### src/apahv_pkg.sv
// apahv_pkg: shared constants and result type for the disk header validator
// no dependencies; imported by every module of the block
package apahv_pkg;

	// header geometry
	localparam int unsigned POS_W = 10;
	localparam logic [POS_W-1:0] HDR_LAST = 10'h3FF;
	localparam logic [POS_W-1:0] MAGIC_AT = 10'h004;
	localparam logic [POS_W-1:0] ID_AT = 10'h010;
	localparam logic [POS_W-1:0] VENDOR_AT = 10'h100;
	localparam logic [POS_W-1:0] CSUM_END = 10'h003;
	localparam logic [POS_W-1:0] BOOT_START_END = 10'h133;
	localparam logic [POS_W-1:0] BOOT_LEN_END = 10'h137;
	localparam logic [POS_W-1:0] SIG_AT = 10'h1FE;
	localparam logic [POS_W-1:0] SIG_HI_AT = 10'h1FF;

	// string lengths
	localparam int unsigned MAGIC_LEN = 4;
	localparam int unsigned ID_LEN = 5;
	localparam int unsigned VENDOR_LEN = 32;

	// constant strings, byte zero in the lowest bits
	localparam logic [8*MAGIC_LEN-1:0] MAGIC_BYTES = 32'h0041_5041;
	localparam logic [8*ID_LEN-1:0] ID_BYTES = 40'h72_626D_5F5F;
	localparam logic [8*VENDOR_LEN-1:0] VENDOR_BYTES =
		256'h2E636E49_20746E65_6D6E6961_74726574_6E452072_65747570_6D6F4320_796E6F53;

	// signature bytes
	localparam logic [7:0] SIG_LO = 8'h55;
	localparam logic [7:0] SIG_HI = 8'hAA;

	// match flag bit positions
	localparam int unsigned FLAG_MAGIC = 0;
	localparam int unsigned FLAG_ID = 1;
	localparam int unsigned FLAG_VENDOR = 2;

	// one result item, header_valid in the lowest bit
	typedef struct packed {
		logic        pad;
		logic        hybrid_layout;
		logic        boot_enabled;
		logic [31:0] boot_length;
		logic [31:0] boot_start;
		logic [31:0] stored_sum;
		logic [31:0] computed_sum;
		logic        checksum_ok;
		logic        vendor_ok;
		logic        id_ok;
		logic        magic_ok;
		logic        header_valid;
	} result_t;

	localparam int unsigned RESULT_W = $bits(result_t);

endpackage

### src/apahv_tracker.sv
// apahv_tracker: byte position, word assembly, checksum and string checks
// depends on apahv_pkg; builds the result item on the last header byte
module apahv_tracker (
	input  logic                 clk,
	input  logic                 arst_n,
	input  logic                 fire,
	input  logic [7:0]           data_byte,
	input  logic                 start_of_header,
	output logic                 emit,
	output apahv_pkg::result_t   result
);
	import apahv_pkg::*;

	logic [POS_W-1:0] pos_q;
	logic [23:0]      word_q;
	logic [31:0]      sum_q;
	logic [31:0]      csum_q;
	logic [2:0]       flags_q;
	logic [31:0]      boot_start_q;
	logic [31:0]      boot_len_q;
	logic [7:0]       sig_low_q;
	logic             sig_match_q;

	logic [POS_W-1:0] pos_e;
	logic [23:0]      word_e;
	logic [31:0]      sum_e;
	logic [31:0]      csum_e;
	logic [2:0]       flags_e;
	logic [31:0]      boot_start_e;
	logic [31:0]      boot_len_e;
	logic [7:0]       sig_low_e;
	logic             sig_match_e;

	logic [23:0]      word_n;
	logic [31:0]      sum_n;
	logic [31:0]      csum_n;
	logic [2:0]       flags_n;
	logic [31:0]      boot_start_n;
	logic [31:0]      boot_len_n;
	logic [7:0]       sig_low_n;
	logic             sig_match_n;
	logic [31:0]      full_word;
	logic [POS_W-1:0] id_off;
	logic             last;

	// a start flag restarts everything before the byte is used
	always_comb begin
		if (start_of_header) begin
			pos_e        = '0;
			word_e       = '0;
			sum_e        = '0;
			csum_e       = '0;
			flags_e      = '1;
			boot_start_e = '0;
			boot_len_e   = '0;
			sig_low_e    = '0;
			sig_match_e  = 1'b0;
		end else begin
			pos_e        = pos_q;
			word_e       = word_q;
			sum_e        = sum_q;
			csum_e       = csum_q;
			flags_e      = flags_q;
			boot_start_e = boot_start_q;
			boot_len_e   = boot_len_q;
			sig_low_e    = sig_low_q;
			sig_match_e  = sig_match_q;
		end
	end

	// string compares against the constant tables
	always_comb begin
		flags_n = flags_e;
		id_off  = pos_e - ID_AT;
		if (pos_e[POS_W-1:2] == MAGIC_AT[POS_W-1:2] &&
		    MAGIC_BYTES[8*pos_e[1:0] +: 8] != data_byte)
			flags_n[FLAG_MAGIC] = 1'b0;
		if (pos_e >= ID_AT && id_off < POS_W'(ID_LEN) &&
		    ID_BYTES[8*id_off[2:0] +: 8] != data_byte)
			flags_n[FLAG_ID] = 1'b0;
		if (pos_e[POS_W-1:5] == VENDOR_AT[POS_W-1:5] &&
		    VENDOR_BYTES[8*pos_e[4:0] +: 8] != data_byte)
			flags_n[FLAG_VENDOR] = 1'b0;
	end

	// little-endian word assembly, sum and field captures
	always_comb begin
		word_n       = word_e;
		sum_n        = sum_e;
		csum_n       = csum_e;
		boot_start_n = boot_start_e;
		boot_len_n   = boot_len_e;
		sig_low_n    = sig_low_e;
		sig_match_n  = sig_match_e;
		full_word    = {data_byte, word_e};
		case (pos_e[1:0])
			2'd0: word_n = {16'h0000, data_byte};
			2'd1: word_n = {word_e[23:16], data_byte, word_e[7:0]};
			2'd2: word_n = {data_byte, word_e[15:0]};
			default: begin
				word_n = '0;
				if (pos_e == CSUM_END)
					csum_n = full_word;
				else
					sum_n = sum_e + full_word;
				if (pos_e == BOOT_START_END)
					boot_start_n = full_word;
				if (pos_e == BOOT_LEN_END)
					boot_len_n = full_word;
			end
		endcase
		if (pos_e == SIG_AT)
			sig_low_n = data_byte;
		if (pos_e == SIG_HI_AT)
			sig_match_n = (sig_low_e == SIG_LO) && (data_byte == SIG_HI);
	end

	// result item for the last byte
	assign last = (pos_e == HDR_LAST);
	assign emit = last;

	always_comb begin
		result               = '0;
		result.magic_ok      = flags_n[FLAG_MAGIC];
		result.id_ok         = flags_n[FLAG_ID];
		result.vendor_ok     = flags_n[FLAG_VENDOR];
		result.checksum_ok   = (csum_n == sum_n);
		result.header_valid  = (&flags_n) && (csum_n == sum_n);
		result.computed_sum  = sum_n;
		result.stored_sum    = csum_n;
		result.boot_start    = boot_start_n;
		result.boot_length   = boot_len_n;
		result.boot_enabled  = (boot_start_n != '0) || (boot_len_n != '0);
		result.hybrid_layout = sig_match_n;
	end

	// state registers; position, word, sum and flags are rearmed after the last byte
	always_ff @(posedge clk or negedge arst_n) begin
		if (!arst_n) begin
			pos_q        <= '0;
			word_q       <= '0;
			sum_q        <= '0;
			csum_q       <= '0;
			flags_q      <= '1;
			boot_start_q <= '0;
			boot_len_q   <= '0;
			sig_low_q    <= '0;
			sig_match_q  <= 1'b0;
		end else if (fire) begin
			csum_q       <= csum_n;
			boot_start_q <= boot_start_n;
			boot_len_q   <= boot_len_n;
			sig_low_q    <= sig_low_n;
			sig_match_q  <= sig_match_n;
			if (last) begin
				pos_q   <= '0;
				word_q  <= '0;
				sum_q   <= '0;
				flags_q <= '1;
			end else begin
				pos_q   <= pos_e + POS_W'(1);
				word_q  <= word_n;
				sum_q   <= sum_n;
				flags_q <= flags_n;
			end
		end
	end

endmodule

### src/apahv_result_reg.sv
// apahv_result_reg: output register holding one result item until taken
// depends on apahv_pkg for the result type
module apahv_result_reg (
	input  logic                 clk,
	input  logic                 arst_n,
	input  logic                 load,
	input  apahv_pkg::result_t   result,
	output logic                 room,
	output logic                 m_axis_tvalid,
	input  logic                 m_axis_tready,
	output apahv_pkg::result_t   m_axis_tdata
);
	import apahv_pkg::*;

	logic    valid_q;
	result_t data_q;

	// free when empty or being taken this cycle
	assign room = !valid_q || m_axis_tready;

	always_ff @(posedge clk or negedge arst_n) begin
		if (!arst_n) begin
			valid_q <= 1'b0;
		end else if (load) begin
			valid_q <= 1'b1;
		end else if (m_axis_tready) begin
			valid_q <= 1'b0;
		end
	end

	// payload register
	always_ff @(posedge clk) begin
		if (load) begin
			data_q <= result;
		end
	end

	assign m_axis_tvalid = valid_q;
	assign m_axis_tdata  = data_q;

endmodule

### src/apa_header_validator.sv
// apa_header_validator: top level of the streaming disk header validator
// depends on apahv_pkg, apahv_tracker and apahv_result_reg
// throughput: one header byte per cycle, except while a blocked result stalls a last byte
// result tvalid rises once the last header byte has passed the input and result registers
// one result item per 1024 bytes; a blocked result stalls input only at the next last byte
// reset: arst_n asynchronous, clears position to zero, sum and captures to zero,
// match flags to all ones and both valid registers
module apa_header_validator (
	input  logic                              clk,
	input  logic                              arst_n,
	input  logic                              s_axis_tvalid,
	output logic                              s_axis_tready,
	input  logic [7:0]                        s_axis_tdata,  // data_byte
	input  logic                              s_axis_tuser,  // start_of_header
	output logic                              m_axis_tvalid,
	input  logic                              m_axis_tready,
	// header_valid, magic_ok, id_ok, vendor_ok, checksum_ok, computed_sum[31:0],
	// stored_sum[31:0], boot_start[31:0], boot_length[31:0], boot_enabled,
	// hybrid_layout, one zero pad bit
	output logic [apahv_pkg::RESULT_W-1:0]    m_axis_tdata
);
	import apahv_pkg::*;

	logic       valid_s1;
	logic [7:0] byte_s1;
	logic       start_s1;
	logic       emit;
	logic       room;
	logic       go;
	logic       fire;
	result_t    result;
	result_t    out_data;

	// input register; an item moves on unless its result has nowhere to go
	assign go            = !emit || room;
	assign fire          = valid_s1 && go;
	assign s_axis_tready = !valid_s1 || go;

	always_ff @(posedge clk or negedge arst_n) begin
		if (!arst_n) begin
			valid_s1 <= 1'b0;
		end else if (s_axis_tready) begin
			valid_s1 <= s_axis_tvalid;
		end
	end

	always_ff @(posedge clk) begin
		if (s_axis_tvalid && s_axis_tready) begin
			byte_s1  <= s_axis_tdata;
			start_s1 <= s_axis_tuser;
		end
	end

	// header state and checks
	apahv_tracker u_tracker (
		.clk             (clk),
		.arst_n          (arst_n),
		.fire            (fire),
		.data_byte       (byte_s1),
		.start_of_header (start_s1),
		.emit            (emit),
		.result          (result)
	);

	// result register
	apahv_result_reg u_result (
		.clk           (clk),
		.arst_n        (arst_n),
		.load          (fire && emit),
		.result        (result),
		.room          (room),
		.m_axis_tvalid (m_axis_tvalid),
		.m_axis_tready (m_axis_tready),
		.m_axis_tdata  (out_data)
	);

	assign m_axis_tdata = out_data;

endmodule

### config.mk
export PLATFORM = sky130hd
export DESIGN_NAME = apa_header_validator
export DESIGN_NICKNAME = d
export VERILOG_FILES = /design/src/apahv_pkg.sv /design/src/apahv_tracker.sv /design/src/apahv_result_reg.sv /design/src/apa_header_validator.sv
export SDC_FILE = /design/constraint.sdc
export NUM_CORES = 1
export LEC_CHECK = 0
export ABC_AREA = 1
export ABC_CLOCK_PERIOD_IN_PS = 12480
export BUFFER_PORTS_ARGS = -buffer_cell sky130_fd_sc_hd__buf_4
export CAP_MARGIN = 20
export CORE_ASPECT_RATIO = 1.1
export CORE_MARGIN = 1
export CORE_UTILIZATION = 30
export CTS_BUF_LIST = sky130_fd_sc_hd__clkbuf_8 sky130_fd_sc_hd__clkbuf_16
export DETAILED_ROUTE_END_ITERATION = 8
export GPL_TIMING_DRIVEN = 0
export SLEW_MARGIN = 15
export SYNTH_ARGS = -nofsm -noshare
export SYNTH_HDL_FRONTEND = slang
export SYNTH_HIERARCHICAL = 1
export SYNTH_SLANG_ARGS = --single-unit
### constraint.sdc
create_clock -name clk -period 12.48 [get_ports clk]
set_clock_uncertainty 0.2 [all_clocks]
set_input_delay 0.624 -clock clk [delete_from_list [all_inputs] [get_ports clk]]
set_output_delay 0.624 -clock clk [all_outputs]
set_load 0.1 [all_outputs]
Word level (Yosys, flattened, before mapping):

Cells that the tools add are included.

* bits in writable memories: 0
* logic and storage cells: 99
* bits of input ports: 13
* output and inout port bits: 138
* flip-flop bits (word level): 320
* bits in read-only memories: 0
* latch bits: 0
* memories: 0

* multipliers: 0
* div/mod/pow operators: 0
* reduce and logical (&&, ||, !) cells: 22
* bitwise gates (word level): 0
* mux-type cells: 29
* equal/unequal tests: 16
* shift operators: 3
* add/subtract/negate cells: 3
* $lt $le $gt $ge: 2

Operator list (count)
* $mux 32: 13
* $shiftx 256x9->8 const A: 1
* $pmux 24 s3: 1
* $reduce_bool 32->1: 2
* $mux 24: 2
* $eq 10x9->1 const B: 4
* $shiftx 40x7->8 const A: 1
* $add 32x32->32: 1
* $eq 32x32->1: 1
* $shiftx 32x6->8 const A: 1
* $ne 8x8->1: 3
* $mux 10: 2
* $mux 8: 2
* $add 10x1->10 const B: 1
* $eq 10x10->1 const B: 1
* $eq 10x2->1 const B: 1
* $ge 10x5->1 const B: 1
* $lt 10x3->1 const B: 1
* $sub 10x5->10 const B: 1
* $logic_and 1x1->1: 9
* $eq 8x1->1 const B: 1
* $eq 8x7->1 const B: 1
* $eq 8x8->1 const B: 1
* $mux 1: 7
* other kinds (10): 16

Logic depth before layout (Yosys ltp):

Gate-level depths: netlist of run 1.

* word-level depth: 8
* depth in mapped cells: 28
* mapped depth without buffers: 23

By module:

The synthesis of run 1 kept the hierarchy.

Modules (own cells, without submodules)
* apahv_tracker: times used 1, cells an instance 2119, sequential area each 4357.9 um^2, area each 13445.4 um^2
* apahv_result_reg: times used 1, cells an instance 141, sequential area each 4108.9 um^2, area each 4129.0 um^2
* apa_header_validator: times used 1, cells an instance 19, sequential area each 295.3 um^2, area each 340.3 um^2

Worst setup path before layout of run 1:

Ideal clock, no wire load.

* kind: reg-to-reg
* start: reg start_s1
* end: reg u_result.data_q, in the netlist u_result/m_axis_tdata[0] (enable)
* stages on the path, launching flop included: 12
* clock period less this slack: 5.566 ns
* path buffers: 3
* slack: 6.914 ns
* setup time: 0.489 ns
* required time: 11.791 ns
* arrival: 4.876 ns
* cell sequence: edfxtp_1 buf_6 buf_8 buf_6 nor2_1 ha_1 inv_2 nor2_1 nand2_1 nor3_1 nand3_1 inv_1

* longest elaborated chain between the ends: 6

Ends and longest elaborated chain
* start, declared: line apa_header_validator.sv:26 `logic start_s1;`
* start signal, assigned: line apa_header_validator.sv:50 `start_s1 <= s_axis_tuser;`
* $mux 10 *: line apahv_tracker.sv:48 `if (start_of_header) begin`
* $eq 10x10->1 *: line apahv_tracker.sv:119 `assign last = (pos_e == HDR_LAST);`
* named net emit: line apa_header_validator.sv:27 `logic emit;`
* $logic_not 1->1: line apa_header_validator.sv:35 `assign go = !emit || room;`
* $logic_or 1x1->1: line apa_header_validator.sv:35
* $logic_and 1x1->1: line apa_header_validator.sv:36 `assign fire = valid_s1 && go;`
* $logic_and 1x1->1 *: line apa_header_validator.sv:69 `.load (fire && emit),`
* end signal, assigned: line apahv_result_reg.sv:34 `data_q <= result;`
* end, declared: line apahv_result_reg.sv:16 `result_t data_q;`

The timed path passes the listed nets; every way through them passes the cells marked *.
A chain may end at the register's enable or synchronous reset.

==> run metrics, run 1 <==
Worst VDD drop=0.0791 mV; die height=258 um; Psw=0.769 mW; CTS tree=built; Tightest Pin Transition=1110 ps; RSZ-0062 raised after global routing=no; Setup TNS Final=0 ps; postcts setup bufs=0; die area=60,700 um2; Clk pwr share=0.424; Critical path origin=start_s1$_DFFE_PP_; reg2reg setup slack=6290 ps; routed vias/inst=5.22; max-slew violations=0; Layout fillers=6,048; initial antenna violation count=3; Max Clk Rate=0.161 GHz; FF-to-FF path depth=25; core box area=58,800 um2; Max Cap Viol=0; Distinct cells, synth=53; Most used DFF post-synth=dfrtp_1; final wirelength=71,700 um; Nets=2,509; Period minus WS final=6190 ps; clock latency on the worst-skew pair=560 ps; GRT overflow=0; gpl congestion=0.983; WP data arrival=6400 ps; layout cell share with drive strength beyond 1=0.139; pin count of the biggest net entering global routing=90; via count=17,034; CTS H-Tree Depth=2; most frequent cells in the layout=nand2_1, inv_1, nand3_1, o21ai_0, dfrtp_1; status=finished, final reports clean; origin of the critical flop-to-flop path=start_s1$_DFFE_PP_; worst rel slew slack=0.257; sequential power share=0.439; most common cell after layout, fill and taps aside=nand2_1; post-synth net total=2,315; GRT Total Usage=0.233; Sw Share=0.292; port buffer count=150; hold wc startpoint=s_axis_tdata[0]; CTS Buf Count=38; clock buffer depth=3; P_int=1.87 mW; CP Data Required Time=12,690 ps; Cells after Synth=2,279; initial DRC count=1,855; Seq/Total Area, Yosys=0.489; worst-path fanout max=10; syn_area_per_cell=7.86 um2; WHS Endpoint=byte_s1[0]$_DFFE_PP_; FF+latch count, synth=321; Synth-to-Final Area Change=19.1%; # IOs=151; num rows=93; hold slack=42.6 ps; Clock Tree Root=clkbuf_16; RR Endpoint=u_result/m_axis_tdata[0]$_DFFE_PP_; power per cell area=123 nW/um2; CP Class=reg -> reg; Clock transition at path regs=60 ps; Sink Count=321; part of the power in combinational logic=0.137; Pre-Repair DR Iteration Count=6; Static Leak=10.2 nW; number of global-route vias before repair=16,386; detailed placement HPWL=53,800 um; number of flops mapped to enable cells by yosys=145; Final Hold Vio Count=0; Post-DRT Antenna Nets=0; final period utilization=0.496; HP Class=in -> reg; initial core utilization=0.305; Cell Area, Synth=17,900 um2; Yosys Warn Count=6; Crit. End Element=register; final core occ=0.363; first-pass GRT wire length=105,000 um; DRC=0; post-synthesis async set-or-reset flop share=0.548; Final Setup Violations=0; WL/cell=22.0 um; hold depth=1; critical path launch point type=register; die width=235 um
## routing by layer
layer | vias to the layer above | GRT usage | share of wire
li1 | 7861 | - | -
met1 | 8224 | 0.298 | 0.41
met2 | 774 | 0.382 | 0.46
met3 | 175 | 0.0438 | 0.084
met4 | 0 | 0.109 | 0.048
met5 | - | 0 | 0
## logic make-up (layout without fill, tap and decap cells)
logic type | count (synthesis) | count (layout) | share of synthesized area
fa+ha+maj | 23 | 23 | 0.0165
xor+xnor | 25 | 25 | 0.0122
compound gates | 326 | 326 | 0.101
flops | 321 | 321 | 0.489
other cells | 1 | 7 | 0.000209
simple gates | 1215 | 1215 | 0.293
buf+inv | 368 | 589 | 0.0885
## flip-flops by register name (all words and copies together), names as in the netlist
signal                  flops
u_result/m_axis_tdata     136
u_tracker/boot_start_q     32
u_tracker/pos_q            10
start_s1                    1
byte_s1                     8
u_tracker/sig_match_q       1
u_tracker/word_q           24
u_tracker/flags_q           3
u_tracker/sig_low_q         8
u_result/m_axis_tvalid      1
u_tracker/boot_len_q       32
valid_s1                    1
u_tracker/sum_q            32
u_tracker/csum_q           32
## how the worst max path moves through the flow
stage                                                to  depth (start not counted)  slack (ps)
detailed placement   u_result/m_axis_tdata[0]$_DFFE_PP_                         25        6360
global route         u_result/m_axis_tdata[0]$_DFFE_PP_                         25        6150
CTS                  u_result/m_axis_tdata[0]$_DFFE_PP_                         25        6340
global placement    u_result/m_axis_tdata[18]$_DFFE_PP_                         11        4890
floorplan            u_result/m_axis_tdata[0]$_DFFE_PP_                         11        6910
finish               u_result/m_axis_tdata[0]$_DFFE_PP_                         25        6290
## power groups by stage
stage                     sequential (mW)  combinational [mW]  clock [mW]
after CTS                            1.15               0.355        1.15
after detailed placement             1.18               0.353           0
final                                1.16               0.360        1.12
after global routing                 1.16               0.389        1.18
after floorplan                      1.16               0.211           0
after global placement               1.17               0.349           0
## worst max-delay path, cell delays in order (launching register included)
cell	delay (ps)
edfxtp_1	390
buf_6	220
buf_8	210
buf_6	180
buf_2	380
buf_2	370
buf_1	720
nor2_1	120
ha_1	370
inv_1	80
o21ai_0	320
inv_1	80
nand2_1	170
nand2_1	70
nand2_1	240
xor2_1	180
nand2_1	70
nand2_1	120
inv_1	70
nand2_1	60
nand2_1	50
nor2_1	110
nand2_1	70
nor3_1	680
nand3_1	350
nor2_1	170
## synth_stat cells (15+ instances only)
cell type	n	share of area
dfrtp_1	173	0.24
o21ai_1	46	0.013
nand3_1	189	0.053
nand2_1	761	0.16
o22ai_1	43	0.015
clkbuf_1	38	0.0080
nor3_1	15	0.0042
inv_1	259	0.054
nor4_1	23	0.0080
xor2_1	23	0.011
buf_1	17	0.0036
ha_1	22	0.015
nor2_2	15	0.0052
a21oi_1	24	0.0067
buf_2	16	0.0045
nand4_1	23	0.0080
buf_6	18	0.011
o21ai_0	174	0.049
nand2_2	30	0.010
nor2_1	127	0.027
edfxtp_1	145	0.24
## per-stage QoR
step                area (um2)  worst slack (ps)  power [mW]  instances
floorplan                17900              6910        1.38       2279
global placement         20000              4890        1.52       3189
detailed placement       20100              6360        1.53       3192
CTS                      21300              6340        2.66       3260
global route             21300              6150        2.73       3262
finish                   21300              6290        2.63       3266
## cell type report
| cell class | count | area, um2 | share of cell area |
|---|---|---|---|
| Antenna cell | 6 | 15.0 | 0.000704 |
| Buffer | 96 | 564 | 0.0264 |
| Clock buffer | 39 | 965 | 0.0452 |
| Clock inverter | 28 | 264 | 0.0124 |
| Inverter | 272 | 1030 | 0.0481 |
| Multi-Input combinational cell | 1590 | 7570 | 0.355 |
| Sequential cell | 321 | 8760 | 0.411 |
| Tap cell | 760 | 951 | 0.0446 |
| Timing Repair Buffer | 154 | 1230 | 0.0575 |
## repair_timing
action / CTS / global route
endpoints found under the hold margin: 46 / 0
gates resized for setup: 0 / 0
hold buffers: 1 / 0
No activity file was read; power rests on OpenSTA's default activity.
==> run 2: changes to the inputs <==
--- a/config.mk
+++ b/config.mk
@@ -5,8 +5,8 @@
 export SDC_FILE = /design/constraint.sdc
 export NUM_CORES = 1
 export LEC_CHECK = 0
-export ABC_AREA = 1
-export ABC_CLOCK_PERIOD_IN_PS = 12480
+export ABC_AREA = 0
+export ABC_CLOCK_PERIOD_IN_PS = 6000
 export BUFFER_PORTS_ARGS = -buffer_cell sky130_fd_sc_hd__buf_4
 export CAP_MARGIN = 20
 export CORE_ASPECT_RATIO = 1.1
==> constraint.sdc (replaced) <==
create_clock -name clk -period 6 [get_ports clk]
set_clock_uncertainty 0.2 [all_clocks]
set_input_delay 0.3 -clock clk [delete_from_list [all_inputs] [get_ports clk]]
set_output_delay 0.3 -clock clk [all_outputs]
set_load 0.1 [all_outputs]
==> run metrics, run 2 <==
status=finished, final reports clean (unchanged); Worst VDD drop=0.167 mV (was 0.0791 mV); Seq/Total Area, Yosys=0.478 (was 0.489); Cells after Synth=1,904 (was 2,279); top-count cell post-synth=nand2_1 (unchanged); Static Leak=9.24 nW (was 10.2 nW); gpl congestion=1.01 (was 0.983); WL/cell=26.7 um (was 22.0 um); layout cell share with drive strength beyond 1=0.206 (was 0.139); Post-DRT Antenna Nets=0 (unchanged); initial antenna violation count=2 (was 3); post-synth net total=1,940 (was 2,315); GRT Total Usage=0.253 (was 0.233); Commonest cells post-synth=nand2_1, dfrtp_1, a21oi_1, edfxtp_1, clkbuf_1 (was nand2_1, inv_1, nand3_1, o21ai_0, dfrtp_1); CP peak stage delay=610 ps (was 720 ps); Layout fillers=6,012 (was 6,048); delay-heaviest family, CP=simple AND/OR/NAND/NOR gates (was buffers and inverters); core box area=60,100 um2 (was 58,800 um2); Crit. End Element=register (unchanged); most frequent cells in the layout=nand2_1, buf_4, dfrtp_1, a21oi_1, edfxtp_1 (was nand2_1, inv_1, nand3_1, o21ai_0, dfrtp_1); final period utilization=0.980 (was 0.496); power per cell area=252 nW/um2 (was 123 nW/um2); post-synthesis async set-or-reset flop share=0.548 (unchanged); hold slack=69.5 ps (was 42.6 ps); Most used DFF post-synth=dfrtp_1 (unchanged); die height=261 um (was 258 um); Period minus WS final=5880 ps (was 6190 ps); syn_area_per_cell=9.63 um2 (was 7.86 um2); Clock Tree Root=clkbuf_16 (unchanged); max reg flops=136 (unchanged); final wirelength=79,600 um (was 71,700 um); clock latency on the worst-skew pair=560 ps (about the same); final std cell area, no fill=22,800 um2 (was 21,300 um2); Cell Area, Synth=18,300 um2 (was 17,900 um2); dpl cells=2,875 (was 3,192); dpl cell area=20,700 um2 (was 20,100 um2); max-slew violations=0 (unchanged); Pwr Total=5.72 mW (was 2.63 mW); Max Clk Rate=0.170 GHz (was 0.161 GHz); CP max stage cell=or4_4 (was buf_1); top post-synthesis cells by area=edfxtp_1, dfrtp_1, mux2_2, nand2_1, a21oi_1 (was edfxtp_1, dfrtp_1, nand2_1, inv_1, nand3_1); FF+latch count, synth=321 (unchanged); WP data arrival=6070 ps (was 6400 ps); WP buf/inv=10 (was 9); Max Cap Viol=0 (unchanged); clock buffer depth=3 (unchanged); port buffer count=150 (unchanged); Setup TNS Final=0 ps (unchanged); final cell count without fillers=2,983 (was 3,266); CP Data Required Time=6190 ps (was 12,690 ps); CP Class=reg -> reg (unchanged); CTS Buf Count=37 (was 38); Critical Path, Cell by Cell=buf_6 > buf_8 > buf_12 > buf_16 > buf_12 > buf_12 > buf_6 > buf_12 > clkbuf_16 > nor2b_1 > ha_1 > clkbuf_4 > nand3b_1 > nor4b_4 > nand3_1 > a2111o_1 > nand3_4 > a21oi_1 > nor3_4 > xor2_1 > nand4_1 > or4_4 > nor4_4; area leader, netlist=edfxtp_1 (unchanged); CTS tree=built (unchanged); Distinct cells, synth=89 (was 53); Sink Count=321 (unchanged); most common cell after layout, fill and taps aside=nand2_1 (unchanged); pre-CTS setup slack=-3510 ps (was 6360 ps); number of flops mapped to enable cells by yosys=145 (unchanged); ANT cells=0 (was 6); detailed placement HPWL=57,100 um (was 53,800 um); Synth-to-Final Area Change=24.1% (was 19.1%); CP dominant cell by count=buf_12 (was nand2_1); CTS H-Tree Depth=2 (unchanged); initial core utilization=0.305 (about the same); pin count of the biggest net entering global routing=78 (was 90); Clock transition at path regs=60 ps (about the same); Final Hold Vio Count=0 (unchanged); critical path launch point type=register (unchanged); final worst slack=122 ps (was 6290 ps); routed vias/inst=5.77 (was 5.22); HP Class=in -> async (was in -> reg); final core occ=0.379 (was 0.363); first-pass GRT wire length=114,000 um (was 105,000 um); Pre-Repair DR Iteration Count=6 (unchanged); # IOs=151 (unchanged); via count=17,200 (was 17,034); Yosys top cell area share=0.237 (was 0.243); die area=62,100 um2 (was 60,700 um2); number of global-route vias before repair=16,643 (was 16,386); num rows=94 (was 93); Yosys Warn Count=6 (unchanged); GRT overflow=0 (unchanged); DRC=0 (unchanged); Tightest Pin Transition=1230 ps (was 1110 ps); worst-path fanout max=28 (was 10); Final Setup Violations=0 (unchanged); Nets=2,175 (was 2,509); die width=238 um (was 235 um); initial DRC count=1,846 (was 1,855); worst rel slew slack=0.180 (was 0.257)
-- run 2: changes by cell type after synthesis, moves of 85 or more --
cell,change
a21oi_1,+136
clkbuf_1,+85
inv_1,-201
mux2_2,+86
nand2_1,-527
nand3_1,-146
o21ai_0,-85
-- run 2: cell families after synthesis --
kind of cell,Yosys count,synth area share
AND/OR/NAND/NOR,626,0.165
AO/OA/AOI/OAI,528,0.191
flip-flops,321,0.478
buffers and inverters,218,0.0472
multiplexers,106,0.0639
XOR/XNOR,77,0.0368
adder cells (fa/ha/maj),27,0.0183
other,1,0.000204
-- run 2: power by group --
part           switching [mW]  total, mW  internal, mW
sequential             0.0903       2.44          2.35
combinational           0.663      0.955         0.292
clock                   0.993       2.33          1.34
-- run 2: routing by layer --
layer	part of all wire	routed length [um]	up-vias	global-route usage
li1	-	-	7454	-
met1	0.39	30700	8471	0.313
met2	0.46	36700	1023	0.411
met3	0.087	6950	250	0.0450
met4	0.067	5310	2	0.151
met5	0.00031	25	-	0
-- run 2: path summary, 6_finish.rpt --
check | start | endpoint | slack (ps) | depth (start not counted)
setup / recovery | start_s1$_DFFE_PP_ | u_result/m_axis_tdata[0]$_DFFE_PP_ | 120 | 23
hold / removal | arst_n | u_tracker/sum_q[4]$_DFFE_PN0P_ | 70 | 2
setup reg to reg | start_s1$_DFFE_PP_ | u_result/m_axis_tdata[0]$_DFFE_PP_ | 120 | 23
hold reg to reg | u_tracker/sum_q[30]$_DFFE_PN0P_ | u_tracker/sum_q[30]$_DFFE_PN0P_ | 290 | 1
max in group asynchronous | arst_n | u_tracker/csum_q[29]$_DFFE_PN0P_ | 4740 | 3
min in group clk | s_axis_tdata[7] | byte_s1[7]$_DFFE_PP_ | 250 | 2
-- run 2: area by class of cell --
| cell class | count | area [um2] | share of cell area |
|---|---|---|---|
| clock buffer | 39 | 953 | 0.0419 |
| inverter | 59 | 225 | 0.00990 |
| timing repair buffer | 199 | 1610 | 0.0707 |
| multi-input combinational | 1365 | 9080 | 0.399 |
| clock inverter | 28 | 267 | 0.0117 |
| sequential | 321 | 8760 | 0.385 |
| buffer | 156 | 832 | 0.0366 |
| tap | 816 | 1020 | 0.0449 |
-- run 2: what timing repair did --
item | 4_1_cts | 5_1_grt
resized for setup | 121 | 20
endpoints found under the setup margin | 437 | 25
setup buffers | 22 | 7
hold buffers | 13 | 0
pin swaps | 14 | 10
hold endpoints to repair | 193 | 0
gates cloned | 1 | 0
